[config.mk]
export PLATFORM = sky130hd
export DESIGN_NAME = rmq_sqrt_stage
export DESIGN_NICKNAME = d
export VERILOG_FILES = /design/src/hdl/rmq_pkg.sv /design/src/hdl/rmq_sqrt_stage.sv
export SDC_FILE = /design/constraint.sdc
export NUM_CORES = 1
export LEC_CHECK = 0
export BUFFER_PORTS_ARGS = -buffer_cell sky130_fd_sc_hd__buf_2
export CAP_MARGIN = 20
export CORE_ASPECT_RATIO = 1.25
export CORE_MARGIN = 3
export CORE_UTILIZATION = 50
export DETAILED_ROUTE_END_ITERATION = 6
export GPL_ROUTABILITY_DRIVEN = 1
export PLACE_DENSITY = 0.85
export SLEW_MARGIN = 20
export SYNTH_ARGS = -nofsm -noshare
export SYNTH_HDL_FRONTEND = slang
export SYNTH_SLANG_ARGS = --single-unit
[constraint.sdc]
create_clock -name clk -period 4.7 [get_ports clk]
set_clock_uncertainty 0.05 [all_clocks]
set_input_delay 0.235 -clock clk [delete_from_list [all_inputs] [get_ports clk]]
set_output_delay 0.235 -clock clk [all_outputs]
set_load 0.03 [all_outputs]
[src/hdl/rmq_pkg.sv]
`default_nettype none
package rmq_pkg;

  localparam int DataW = 16;

  typedef logic signed [DataW-1:0] elem_t;

  typedef struct packed {
    elem_t m00;
    elem_t m01;
    elem_t m02;
    elem_t m10;
    elem_t m11;
    elem_t m12;
    elem_t m20;
    elem_t m21;
    elem_t m22;
  } mat_t;

  typedef struct packed {
    elem_t quat_x;
    elem_t quat_y;
    elem_t quat_z;
    elem_t quat_w;
    logic  degenerate;
  } quat_t;

endpackage
`default_nettype wire

[src/hdl/rmq_sqrt_stage.sv]
`default_nettype none
// One step of a restoring square root, two radicand bits per step.
module rmq_sqrt_stage import rmq_pkg::*; #(
  parameter int RadW = 34,
  parameter int RootW = 17,
  parameter int Step = 0
) (
  input  wire logic              clk,
  input  wire logic              en,
  input  wire logic [RadW-1:0]   rad_in,
  input  wire logic [RootW+1:0]  rem_in,
  input  wire logic [RootW-1:0]  root_in,
  output logic      [RadW-1:0]   rad_out,
  output logic      [RootW+1:0]  rem_out,
  output logic      [RootW-1:0]  root_out
);

  logic [RootW+1:0] trial;
  logic [RootW+1:0] cand;

  always_comb begin
    cand  = {rem_in[RootW-1:0], rad_in[RadW-1 -: 2]};
    trial = {root_in, 2'b01};
  end

  always_ff @(posedge clk) begin
    if (en) begin
      rad_out <= rad_in << 2;
      if (cand >= trial) begin
        rem_out  <= cand - trial;
        root_out <= {root_in[RootW-2:0], 1'b1};
      end else begin
        rem_out  <= cand;
        root_out <= {root_in[RootW-2:0], 1'b0};
      end
    end
  end

endmodule
`default_nettype wire

==> results.ini, run 1 <==
[global_route]
grt_pass1_wl_um=12800
grt_pass1_vias=2654
antenna_found_initial=0
grt-ovfl-total=0
grt_usage_pct=20.9
grt_max_degree=69

[timing]
min_period_ns=2.89
max_slew_margin_pct=44.8
fmax_mhz=346
worstMarginPinSlew_ns=0.829
rsz0062_at_grt=false
setup_viol=0
tns_ns=0
finalCritPeriodShare_pct=61.4
finalHoldViolations=0
finalMaxSlewViolations=0
setup_ws_ns=1.81

[power]
worst_ir_drop_vdd_mv=0.168
powerDensity_mw_per_mm2=384
power_leakage_uw=0.00200
power.total_uw=1720

[synth]
synth-main-ff-cell=edfxtp_1
synth_area_per_cell_sq_um=13.5
netlist_area_sq_mm=0.00354
ys_seq_elements=68
async_flop_share_pct=0
synth-edff-count=68
seq_area_frac_synth_pct=57.6
synthCells=262
ys_warn_count=0
ys_types=53

[worst_setup_path]
path_max_fanout=12
end_kind=flip-flop
crit_required_ns=4.74
start_kind=input pin
criticalPathCategory=input pin to flip-flop
worstPathArrival_ns=2.93

[place]
gp_congestion=0.823
port-buffer-count=137
dp_slack_ns=1.48
dp_hpwl_um=6440
post_dp_cell_area_sq_mm=0.00425

[clocking]
cts_buffers=9
cts_root_buf=clkbuf_8
cts_resized=0
numClockSinks=68
ctsHoldBuffers=0
htreeDepth=3
post_cts_buffers=0
cts.reportedPaths.clkPinSlew_ns=0.07
clock_path_buffers=2
cts_tree=yes

[floorplanning]
fp-row-count=33
initial_core_util_pct=52.6
die_y_um=100
dieArea_sq_mm=0.00814
io_pins=142
die_w_um=81.3
coreArea_sq_mm=0.00673

[route]
drt-initial-drc-count=186
viasPerCell=5.42
routed_wl_um=8440
wl_per_cell_um=17.1
dr_total_vias=2676
drc_errors=0
dr.pass1.iters=5
antenna_left=0

[cells_and_area]
design_area_sq_mm=0.00447
nNetsFinal=493
diodes=0
synthToLayoutAreaGrowth_pct=26.1
nFillCells=489
drive_above_1_share_pct=44.2
register_area_sq_mm=0.00204
multi_input_area_sq_mm=0.00131

[hold_path]
min_to=rad_out[25]$_DFFE_PP_
whs_path_depth=1
min_from=rad_in[23]
hp-class=input pin to flip-flop

[outcome]
status=completed

[flow_run]
drv_cap=0

-- worst max path at each step --
stage | startpoint | end | slack (ns) | depth (start not counted)
after global routing | root_in[8] | rem_out[2]$_DFFE_PP_ | 1.68 | 9
after detailed placement | root_in[8] | rem_out[2]$_DFFE_PP_ | 1.48 | 9
after CTS | root_in[10] | rem_out[2]$_DFFE_PP_ | 1.84 | 9
final | root_in[10] | rem_out[2]$_DFFE_PP_ | 1.81 | 9
after global placement | root_in[8] | rem_out[5]$_DFFE_PP_ | 1.52 | 9
after floorplan | root_in[8] | rem_out[12]$_DFFE_PP_ | 2.29 | 11
-- cells in the final DEF, fill, tap and decap left out, drive strengths merged, types with 4 or more instances in the layout --
cell type,netlist,layout
inv,23,23
xnor2,10,10
ha,19,19
a21o,5,5
a21oi,15,15
nand2,11,11
clkbuf,2,9
buf,10,140
mux2,14,14
mux2i,5,5
nor2,10,10
clkinv,0,5
and3,4,4
o21ai,11,11
a211oi,5,5
edfxtp,68,68
o211ai,6,6
o21a,6,6
-- state kept, by name, summed over array words and instances, names as in the netlist --
signal and cells:
rad_out 32, rem_out 19, root_out 17
-- report_power, final --
part / total, uW / internal (uW) / switching, uW
combinational: 435 / 156 / 278
sequential: 752 / 738 / 14.1
clock: 529 / 297 / 232
-- cells in the mapped netlist, types with 3 or more instances --
cell | count | area (sq um)
xnor2_1 | 10 | 87.6
nor3_1 | 3 | 15.0
ha_1 | 19 | 238
a211oi_1 | 5 | 37.5
inv_1 | 23 | 86.3
o21a_1 | 6 | 45.0
nand2_1 | 11 | 41.3
o211ai_1 | 5 | 37.5
buf_4 | 3 | 22.5
mux2_2 | 9 | 101
a21oi_4 | 3 | 48.8
a21oi_1 | 11 | 55.1
edfxtp_1 | 68 | 2040
mux2_4 | 5 | 75.1
buf_6 | 5 | 56.3
o21ai_0 | 8 | 40.0
xor2_1 | 3 | 26.3
a21o_1 | 5 | 37.5
mux2i_1 | 5 | 50.1
nor2_1 | 10 | 37.5
and3_1 | 4 | 25.0
-- final cells by class --
cell class              count  share of cell area [%]
clock inverters             7                    2.04
inverters                  23                    1.93
flip-flops and latches     68                    45.7
repair buffers            140                    15.9
multi-input cells         160                    29.2
clock buffers               9                    2.77
well taps                  87                    2.44
-- worst max-delay path, stage by stage --
cell and delay, ns:
buf_2 0.09, inv_1 0.04, ha_1 0.45, and4_1 0.39
nand4_2 0.14, o31ai_2 0.33, a221o_1 0.64, buf_4 0.26
mux2_2 0.34
-- metal layers --
layer | up-vias | GRT usage, % | share of wire (%)
met5 | - | 0 | 0
met4 | 0 | 8.58 | 2.2
met3 | 20 | 6.46 | 11
met2 | 156 | 36.8 | 50
met1 | 1228 | 23.0 | 37
li1 | 1272 | - | -
-- logic make-up (layout without fill, tap and decap cells) --
group	count (synthesis)	in the layout	share of synthesized area, %
compound gates	65	65	14.0
xor+xnor	13	13	3.21
fa+ha+maj	19	19	6.71
buf+inv	35	179	5.58
flops	68	68	57.6
mux	19	19	6.39
other cells	1	2	0.106
simple gates	42	42	6.32
-- through the flow --
stage,instances,hold slack (ns),util (%)
global route,494,0.00464,66.4
CTS,494,0.00727,66.4
global placement,478,0.362,63.2
floorplan,263,0.284,-
detailed placement,478,0.364,63.2
finish,494,0.0155,66.4
Note: power is estimated with default switching activity, not from simulation.
==> inputs of run 2 (changes only) <==
Settings changed: CORE_UTILIZATION 50 to 49, PLACE_DENSITY 0.85 to 0.84.
Clock period 4.7 ns to 2.7 ns, I/O delays scaled along.
==> results.ini, run 2 (synthesis results as in run 1) <==
[cells_and_area]
largest_reg_flops=32  ; unchanged
reg_top3=rad_out: 32 flops, rem_out: 19 flops, root_out: 17 flops
top_register=rad_out
nNetsFinal=556  ; +13%
multi_input_area_sq_mm=0.00140  ; +7.5%
drive_above_1_share_pct=44.3  ; about the same
register_area_sq_mm=0.00204  ; unchanged
final_cell_mix=buf_2, edfxtp_1, dlygate4sd3_1
synthToLayoutAreaGrowth_pct=47.4
nFillCells=413  ; -16%
final_cells=561  ; +14%
layout_commonest_cell=buf_2

[worst_setup_path]
end_kind=flip-flop
cp_slowest_cell=dlygate4sd3_1
worst_path_largest_cell_delay_ns=0.52  ; -0.12 ns
start_kind=input pin
path_max_fanout=4  ; -8
path_delay_family=buffers and inverters
crit_start=root_in[1]
critPathBufInv=5  ; +2
criticalPathCategory=input pin to flip-flop
crit_chain=dlygate4sd3_1, buf_2, inv_1, ha_1, and3_4, o21ai_2, and3b_2, o21ai_4, a221o_1, buf_6, buf_4, mux2_2
crit_required_ns=2.75  ; -1.99 ns
worstPathArrival_ns=2.72  ; -0.21 ns

[floorplanning]
io_pins=142  ; unchanged
initial_core_util_pct=50.8  ; -1.9 points
coreArea_sq_mm=0.00698  ; +3.7%
dieArea_sq_mm=0.00829  ; +1.9%
die_y_um=101  ; +0.95%
fp-row-count=34  ; +3.0%
die_w_um=82.0  ; +0.94%

[route]
viasPerCell=5.32  ; -1.8%
dr.pass1.iters=5  ; unchanged
routed_wl_um=10700  ; +27%
drt-initial-drc-count=260  ; +40%
antenna_left=0  ; unchanged
dr_total_vias=2983  ; +11%
wl_per_cell_um=19.1  ; +12%
drc_errors=0  ; unchanged

[place]
numPlacedInstances=489  ; +2.3%
port-buffer-count=137  ; unchanged
gp_congestion=0.813  ; -1.3%
dp_hpwl_um=6510  ; +1.0%

[timing]
finalCritPeriodShare_pct=98.6
setup_viol=0  ; unchanged
max_slew_margin_pct=67.1  ; +22 points
worstMarginPinSlew_ns=0.481  ; -0.348 ns
fmax_mhz=376
finalMaxSlewViolations=0  ; unchanged
finalHoldViolations=0  ; unchanged
holdWs_ns=0.0490  ; +0.0334 ns
min_period_ns=2.66

[hold_path]
min_to=root_out[11]$_DFFE_PP_
hp-class=input pin to flip-flop
whs_path_depth=1  ; unchanged
min_from=root_in[10]

[clocking]
cts.reportedPaths.clkPinSlew_ns=0.08  ; about the same
cts_buffers=9  ; unchanged
clock_path_buffers=2  ; unchanged
cts_root_buf=clkbuf_8
cts_tree=yes
numClockSinks=68  ; unchanged
htreeDepth=3  ; unchanged

[global_route]
grt_usage_pct=23.7  ; +2.8 points
grt-ovfl-total=0  ; unchanged
grt_max_degree=30  ; -57%
grt_pass1_vias=2928  ; +10%
grt_pass1_wl_um=14500  ; +13%
antenna_found_initial=1  ; +1

[flow_run]
drv_cap=0  ; unchanged

[power]
worst_ir_drop_vdd_mv=0.584  ; +250%
power_leakage_uw=0.00230  ; +15%
powerDensity_mw_per_mm2=624  ; +62%

[outcome]
status=completed

==> run 2: cell count changes in the layout (fill, tap and decap cells not counted), moves of 2 or more <==
cell           delta
dlygate4sd3_1    +47
buf_4            +11
ha_1              -6
ha_4              +5
buf_6             +4
inv_1             -2
inv_2             +2
==> run 2: cell type report <==
cell class	count	share of cell area [%]
Multi-Input combinational cell	160	26.9
Antenna cell	1	0.0479
Inverter	23	1.65
Timing Repair Buffer	203	25.5
Clock buffer	10	2.44
Tap cell	90	2.16
Sequential cell	68	39.1
Clock inverter	6	2.16
==> run 2: timing repair <==
action                                  CTS  global route
hold buffers                             48             0
gates resized for setup                   0            26
endpoints found under the hold margin    48             0
endpoints found under the setup margin    0            14
setup buffers                             0             8
==> run 2: metal layers <==
layer	global-route usage, %	share of wire (%)	vias up
li1	-	-	1390
met1	26.3	38	1417
met2	42.6	52	158
met3	6.44	8.6	18
met4	8.70	1.6	0
met5	0	0	-
==> run 2: metrics by stage <==
step | worst slack [ns] | utilization, % | total power (uW) | instance area, sq um | TNS (ns)
after floorplan | 0.393 | - | 1870 | 3550 | 0
after global placement | 0.129 | 61.9 | 2080 | 4320 | 0
after detailed placement | 0.0688 | 61.9 | 2100 | 4320 | 0
after CTS | 0.0356 | 72.2 | 3160 | 5040 | 0
after global routing | -0.0928 | 74.8 | 3380 | 5220 | -0.152
final | 0.0388 | 74.8 | 3260 | 5220 | 0
==> run 2: report_power, final <==
group	switching [uW]	internal (uW)	leakage, uW	total (uW)
combinational	532	371	0.00152	903
sequential	31.6	1280	0.000665	1320
clock	422	616	0.000120	1040
total	986	2270	0.00230	3260
==> run 2: worst max-delay path by stage <==
stage,slack (ns),to,cells past startpoint
after floorplan,0.39,rem_out[12]$_DFFE_PP_,11
after global placement,0.13,rem_out[4]$_DFFE_PP_,9
after detailed placement,0.07,rem_out[8]$_DFFE_PP_,9
after CTS,0.04,rem_out[6]$_DFFE_PP_,10
after global routing,-0.09,rem_out[12]$_DFFE_PP_,10
final,0.04,rem_out[10]$_DFFE_PP_,12
