$ cat src/hdl/rmq_pkg.sv
`default_nettype none
package rmq_pkg;

  localparam int DataW = 16;

  typedef logic signed [DataW-1:0] elem_t;

  typedef struct packed {
    elem_t m00;
    elem_t m01;
    elem_t m02;
    elem_t m10;
    elem_t m11;
    elem_t m12;
    elem_t m20;
    elem_t m21;
    elem_t m22;
  } mat_t;

  typedef struct packed {
    elem_t quat_x;
    elem_t quat_y;
    elem_t quat_z;
    elem_t quat_w;
    logic  degenerate;
  } quat_t;

endpackage
`default_nettype wire

$ cat src/hdl/rmq_div_stage.sv
`default_nettype none
// One step of a restoring divider producing one quotient bit.
module rmq_div_stage import rmq_pkg::*; #(
  parameter int NumW = 32,
  parameter int DenW = 18
) (
  input  wire logic            clk,
  input  wire logic            en,
  input  wire logic [NumW-1:0] num_in,
  input  wire logic [DenW:0]   rem_in,
  input  wire logic [DenW-1:0] den_in,
  output logic      [NumW-1:0] num_out,
  output logic      [DenW:0]   rem_out,
  output logic      [DenW-1:0] den_out
);

  logic [DenW+1:0] cand;

  always_comb begin
    cand = {rem_in, num_in[NumW-1]};
  end

  always_ff @(posedge clk) begin
    if (en) begin
      den_out <= den_in;
      if (cand >= {2'b00, den_in}) begin
        rem_out <= (DenW+1)'(cand - {2'b00, den_in});
        num_out <= {num_in[NumW-2:0], 1'b1};
      end else begin
        rem_out <= cand[DenW:0];
        num_out <= {num_in[NumW-2:0], 1'b0};
      end
    end
  end

endmodule
`default_nettype wire

$ cat config.mk
export PLATFORM = sky130hd
export DESIGN_NAME = rmq_div_stage
export DESIGN_NICKNAME = d
export VERILOG_FILES = /design/src/hdl/rmq_pkg.sv /design/src/hdl/rmq_div_stage.sv
export SDC_FILE = /design/constraint.sdc
export NUM_CORES = 1
export LEC_CHECK = 0
export BUFFER_PORTS_ARGS = -buffer_cell sky130_fd_sc_hd__buf_2
export CAP_MARGIN = 40
export CORE_MARGIN = 2
export CORE_UTILIZATION = 51
export DETAILED_ROUTE_END_ITERATION = 8
export HOLD_SLACK_MARGIN = 0.15
export PLACE_DENSITY = 0.85
export SKIP_CTS_REPAIR_TIMING = 1
export SLEW_MARGIN = 25
export SYNTH_ARGS = -nofsm -noshare
export SYNTH_HDL_FRONTEND = slang
export SYNTH_SLANG_ARGS = --single-unit
export TNS_END_PERCENT = 5
$ cat constraint.sdc
create_clock -name clk -period 5.8 [get_ports clk]
set_input_delay 0.87 -clock clk [delete_from_list [all_inputs] [get_ports clk]]
set_output_delay 0.87 -clock clk [all_outputs]
set_load 0.1 [all_outputs]
==> metrics, run 1 <==
commonest non-fill, non-tap cell in the layout buf_2; Synth Area in XOR/XNOR 4.55%; Diodes inserted 0; Worst setup SP type input port; Worst Hold Launch num_in[4]; CP max FO 19; Post-Route WL 7200 um; Port Buffer Count 139; distinct cell type count after synthesis between 40 and 50; minimum clock period after layout 3.15 ns; count of final setup violators 0; Synth-to-Final Area Change 28.6%; row count 29; crit-path cells buf_2, inv_1, ha_1, fa_1, nand2b_1, a21oi_1, o21ai_1, o21ai_2, a41oi_4, buf_8, mux2_2; # nets final 487; DP Wirelength around 5400 um; Internal Pwr Total 0.000869 W; Root Driver clkbuf_8; Compound-Gate Fraction of Synth Area roughly an eighth; Post-DP Area 4020 um^2; Boundary Pins 140; hold depth 1; measured slew at the worst slew-check pin 0.531 ns; critical path class input port to register; largest family of logic cells by synthesized area compound AO/OA/AOI/OAI gates; Syn Inst Count between 200 and 300; finished layout cell area 4210 um^2; Post-Synth Simple-Gate Area under 10%; antenna-violating nets left 0; pwr dens 364 nW/um^2; CTS Sinks 69; CTS max path bufs 2; DR WL/cell 15.1 um; Clk pwr share 21.2%; Max Freq around 320 MHz; relative max-transition margin 64.5%; largest net degree at the start of global routing 70; die area 7080 um^2; slowest CP cell a41oi_4; vias in the first global route 2,365; Max-Cap Viols 0; commonest cells after routing, fill and taps aside buf_2 (139), edfxtp_1 (69), nand2_1 (29); RD Place Congestion approximately 0.86; Overall Global Routing Usage 20.6%; Yosys reg bits 69; Comb pwr share 38.2%; initial antenna violation count 0; drt pass-1 iters 4; RSZ-0062 raised after global routing false; final period utilization 54.2%; first-pass GRT wire length 11,400 um; grt total ovfl 0; final hold vios 0; Remaining DRCs 0; Leak 1.86 nW; TritonCTS clock tree done; register clock-pin slew on the reported worst setup and hold paths 0.07 ns; cell area after synthesis 3270 um^2; Worst Hold Path EP num_out[5]$_DFFE_PP_; mux cell area share after synthesis 0.994%; Reg power frac 40.7%; H-tree levels 3; Initial Utilization between 50% and 60%; Core Box Area around 6300 um^2; CP Data Arrival Time 3.24 ns; Sw Pwr 0.000661 W; drt first-iter violations between 90 and 100; WP data required slightly below 6 ns; post-synthesis adder-cell area fraction 7.49%; die extent in x between 80 and 90 um; Synthesis Warnings 0; cts bufs inserted 9; Syn Area/Cell 13.0 um^2; Slew Limit Fails 0; Peak supply drop 0.000240 V; switch share a little over two fifths; Via Count 2,455; setup_tns 0 ns; vias per std cell about 5.1; Largest stage delay, worst path 0.51 ns; Hold Crit Class input port to register; syn nets 341; die height 84.1 um; Setup crit end kind register; share of cells above drive strength 1 40.6%; outcome complete, no violations; post-synthesis sequential area ratio a little over three fifths
-- through the flow --
step / hold slack [ns] / cells / util (%) / setup slack, ns / total power (W)
after floorplan: 0.969 / 251 / - / 2.80 / 0.00111
after global placement: 1.05 / 461 / 64.0 / 2.29 / 0.00121
after detailed placement: 1.05 / 461 / 64.0 / 2.21 / 0.00121
after CTS: 0.692 / 476 / 66.5 / 2.54 / 0.00154
after global routing: 0.686 / 478 / 67.1 / 2.49 / 0.00159
final: 0.703 / 478 / 67.1 / 2.65 / 0.00153
-- worst max-delay path, delay by kind of cell --
kind	cells	cell delay (ns)
AO/OA/AOI/OAI	4	1.08
buffers and inverters	3	0.40
adder cells (fa/ha/maj)	2	0.40
multiplexers	1	0.34
AND/OR/NAND/NOR	1	0.14
-- worst max path at each step --
| stage | from | endpoint | slack, ns | depth (start not counted) |
|---|---|---|---|---|
| floorplan | num_in[31] | rem_out[18]$_DFFE_PP_ | 2.80 | 10 |
| global placement | num_in[31] | rem_out[7]$_DFFE_PP_ | 2.29 | 10 |
| detailed placement | num_in[31] | rem_out[7]$_DFFE_PP_ | 2.21 | 10 |
| CTS | num_in[31] | rem_out[6]$_DFFE_PP_ | 2.54 | 10 |
| global route | num_in[31] | rem_out[6]$_DFFE_PP_ | 2.49 | 11 |
| finish | num_in[31] | rem_out[6]$_DFFE_PP_ | 2.65 | 11 |
-- cell usage after synthesis, drive strengths merged --
library cell / n / area, um^2
edfxtp: 69 / 2070
nand2: 29 / 109
o21ai: 25 / 129
inv: 24 / 90.1
ha: 18 / 225
a21oi: 17 / 85.1
xor2: 9 / 78.8
xnor2: 8 / 70.1
nor2: 6 / 22.5
buf: 5 / 46.3
nand3: 5 / 25.0
nor3: 3 / 30.0
a211oi: 2 / 15.0
a21o: 2 / 15.0
clkbuf: 2 / 10.0
mux2: 2 / 22.5
nand2b: 2 / 12.5
nand4: 2 / 12.5
nor2b: 2 / 12.5
a2111oi: 1 / 8.76
a211o: 1 / 8.76
a21boi: 1 / 7.51
a31oi: 1 / 6.26
a41oi: 1 / 27.5
and2: 1 / 6.26
and3: 1 / 6.26
and4: 1 / 8.76
fa: 1 / 20.0
mux2i: 1 / 10.0
o211ai: 1 / 7.51
o21a: 1 / 7.51
o21ba: 1 / 16.3
o21bai: 1 / 7.51
o221ai: 1 / 8.76
o22ai: 1 / 6.26
o31a: 1 / 8.76
o31ai: 1 / 7.51
o41a: 1 / 11.3
-- registers in the layout, indices dropped and copies added (netlist names) --
name,count
rem_out,19
den_out,18
num_out,32
-- layer usage --
layer	routed length, um	track usage, %
met4	131	7.18
met3	500	5.93
met2	3500	34.1
met1	3070	26.2
met5	0	0
-- cell type report --
type	count	area [um^2]
inverter	24	90.1
clock inverter	4	26.3
multi-input combinational	151	1060
timing repair buffer	142	738
sequential	69	2070
clock buffer	11	131
tap	77	96.3
fill	470	2070
-- cells by family (layout without fill, tap and decap cells) --
kind of cell / Yosys count / in the layout
simple gates: 52 / 52
xor+xnor: 17 / 17
fa+ha+maj: 19 / 19
flops: 69 / 69
mux: 3 / 3
buf+inv: 31 / 181
compound gates: 60 / 60
-- power by group through the flow --
stage	Combinational [W]	Sequential [W]	Clock, W
2_1_floorplan	0.000110	0.00100	0
3_3_place_gp	0.000575	0.000631	0
3_5_place_dp	0.000581	0.000634	0
4_1_cts	0.000583	0.000624	0.000330
5_1_grt	0.000609	0.000627	0.000351
6_report	0.000584	0.000623	0.000324
Note: power is estimated with default switching activity, not from simulation.
==> run 2, diff against run 1 <==
Settings changed: ABC_AREA set to 1, CORE_UTILIZATION 51 to 49, PLACE_DENSITY 0.85 to 0.8.
Clock period 5.8 ns to 2.9 ns, I/O delays scaled along.
==> run 2 against run 1 <==
Compared with the run above: core utilization shrank 3.0 points; clock-buffer cell count decreased by 2; global-route usage up 0.90 points; combinational power up 100%; critical path type unchanged; highest routed layer unchanged.
==> metrics, run 2 <==
outcome complete, no violations; antenna-violating nets left 0; most frequent cell after synthesis nand2_1; vias per std cell ~4.7; CP max FO 13; Worst Hold Path EP num_out[29]$_DFFE_PP_; RD Place Congestion 0.885; pwr dens approximately 700 nW/um^2; Core Box Area 7140 um^2; Hold Crit Class input port to register; commonest cells after routing, fill and taps aside buf_2 (139), nand2_1 (127), edfxtp_1 (69); CP Data Arrival Time around 2.3 ns; Port Buffer Count 139; CTS Sinks 69; die extent in x between 80 and 90 um; # nets final 608; H-tree levels 3; final hold vios 0; Setup crit end kind register; Setup WS pre-CTS 0.361 ns; Overall Global Routing Usage 21.5%; row count 31; Syn Inst Count 369; minimum clock period after layout 2.17 ns; setup_tns 0 ns; die area 7990 um^2; Diodes inserted 0; Via Count 2,919; Largest regs num_out x32, rem_out x19, den_out x18; CTS max path bufs 2; drt pass-1 iters 4; # fillers ~670; commonest non-fill, non-tap cell in the layout buf_2; Yosys reg bits 69; initial antenna violation count 0; Leak 2.30 nW; Max-Cap Viols 0; Peak supply drop 0.000267 V; die height 89.4 um; critical path class input port to register; multi-input logic area about 1300 um^2; post-synth top area cell edfxtp_1; Max Freq 462 MHz; crit-path cells buf_2, inv_1, ha_1, fa_1, inv_1, nand3_1, nand3_2, nand3_1, nand3_2, nand2_1, nand2_2, buf_4, o21ai_1; Synth-to-Final Area Change 27.9%; relative max-transition margin 58.1%; largest cells by area after synthesis edfxtp_1 (58%), nand2_1 (13%), ha_1 (6.3%); Initial Utilization between 50 and 60%; hold depth 1; final period utilization 74.7%; Post-Route WL 8550 um; Post-synth EDFFs 69; distinct cell type count after synthesis 24; RSZ-0062 raised after global routing false; Slew Limit Fails 0; Root Driver clkbuf_8; Largest stage delay, worst path approximately 0.43 ns; syn nets 459; Final WS setup 0.735 ns; largest net degree at the start of global routing 46; count of final setup violators 0; Largest register FFs 32; top cell type's share of synthesized area 58.0%; DR WL/cell approximately 14 um; critical path launch point num_in[31]; Boundary Pins 140; Layout Cells excl Fill 621; Main synth FF type edfxtp_1; share of cells above drive strength 1 32.4%; Syn Area/Cell slightly below 10 um^2; cts bufs inserted 9; CP top delay family adder cells; TritonCTS clock tree done; grt total ovfl 0; DP Wirelength 6590 um; Synthesis Warnings 0; vias in the first global route 2,770; drt first-iter violations 153; Reg area 2070 um^2; first-pass GRT wire length ~13,000 um; Worst setup SP type input port; top cells by count, synth nand2_1 (127), edfxtp_1 (69), inv_1 (55); measured slew at the worst slew-check pin 0.628 ns; CP Buf/Inv Count 4; slowest CP cell fa_1; asr flop ratio synth 0%; Worst Hold Launch num_in[28]; register clock-pin slew on the reported worst setup and hold paths 0.08 ns; Remaining DRCs 0; WP data required 3.00 ns; Placed Cells 606; post-synthesis sequential area ratio 58.0%; cell area after synthesis 3570 um^2; largest register by flop count num_out
## run 2: metrics by stage
step	util, %	hold WS, ns	cell area [um^2]	power, W
finish	64.1	0.260	4570	0.00321
global route	64.1	0.242	4570	0.00334
CTS	64.1	0.251	4570	0.00323
global placement	61.4	0.612	4380	0.00244
floorplan	-	0.534	3570	0.00224
detailed placement	61.4	0.614	4380	0.00246
## run 2: cell families (layout without fill, tap and decap cells)
logic type	after synthesis	count (layout)	synth area share [%]
buf+inv	59	212	7.00
flops	69	69	58.0
compound gates	20	20	2.87
xor+xnor	9	9	2.21
fa+ha+maj	19	19	6.86
simple gates	193	193	23.1
## run 2: worst max-delay path by stage
stage	endpoint	slack (ns)	depth (start not counted)
global route	rem_out[1]$_DFFE_PP_	0.58	13
finish	rem_out[1]$_DFFE_PP_	0.73	13
detailed placement	rem_out[1]$_DFFE_PP_	0.36	13
global placement	rem_out[1]$_DFFE_PP_	0.44	13
CTS	rem_out[1]$_DFFE_PP_	0.74	13
floorplan	rem_out[2]$_DFFE_PP_	0.70	14
## run 2: area by class of cell
cell class | count | area share (%)
sequential | 69 | 45.3
inverter | 56 | 4.65
tap | 99 | 2.71
clock inverter | 6 | 1.42
multi-input combinational | 241 | 27.4
clock buffer | 9 | 2.71
timing repair buffer | 141 | 15.8
## run 2: metal layers
| layer | routed length [um] | track usage [%] | share of wire (%) | up-vias |
|---|---|---|---|---|
| met5 | 0 | 0 | 0 | - |
| met4 | 136 | 7.19 | 1.6 | 0 |
| met3 | 644 | 6.28 | 7.5 | 11 |
| met2 | 4230 | 37.8 | 49 | 114 |
| met1 | 3540 | 25.3 | 41 | 1299 |
| li1 | - | - | - | 1495 |
## run 2: report_power, final
group | internal (W) | switching, W | total [W]
Clock | 0.000392 | 0.000386 | 0.000779
Sequential | 0.00122 | 0.0000228 | 0.00124
Combinational | 0.000209 | 0.000983 | 0.00119
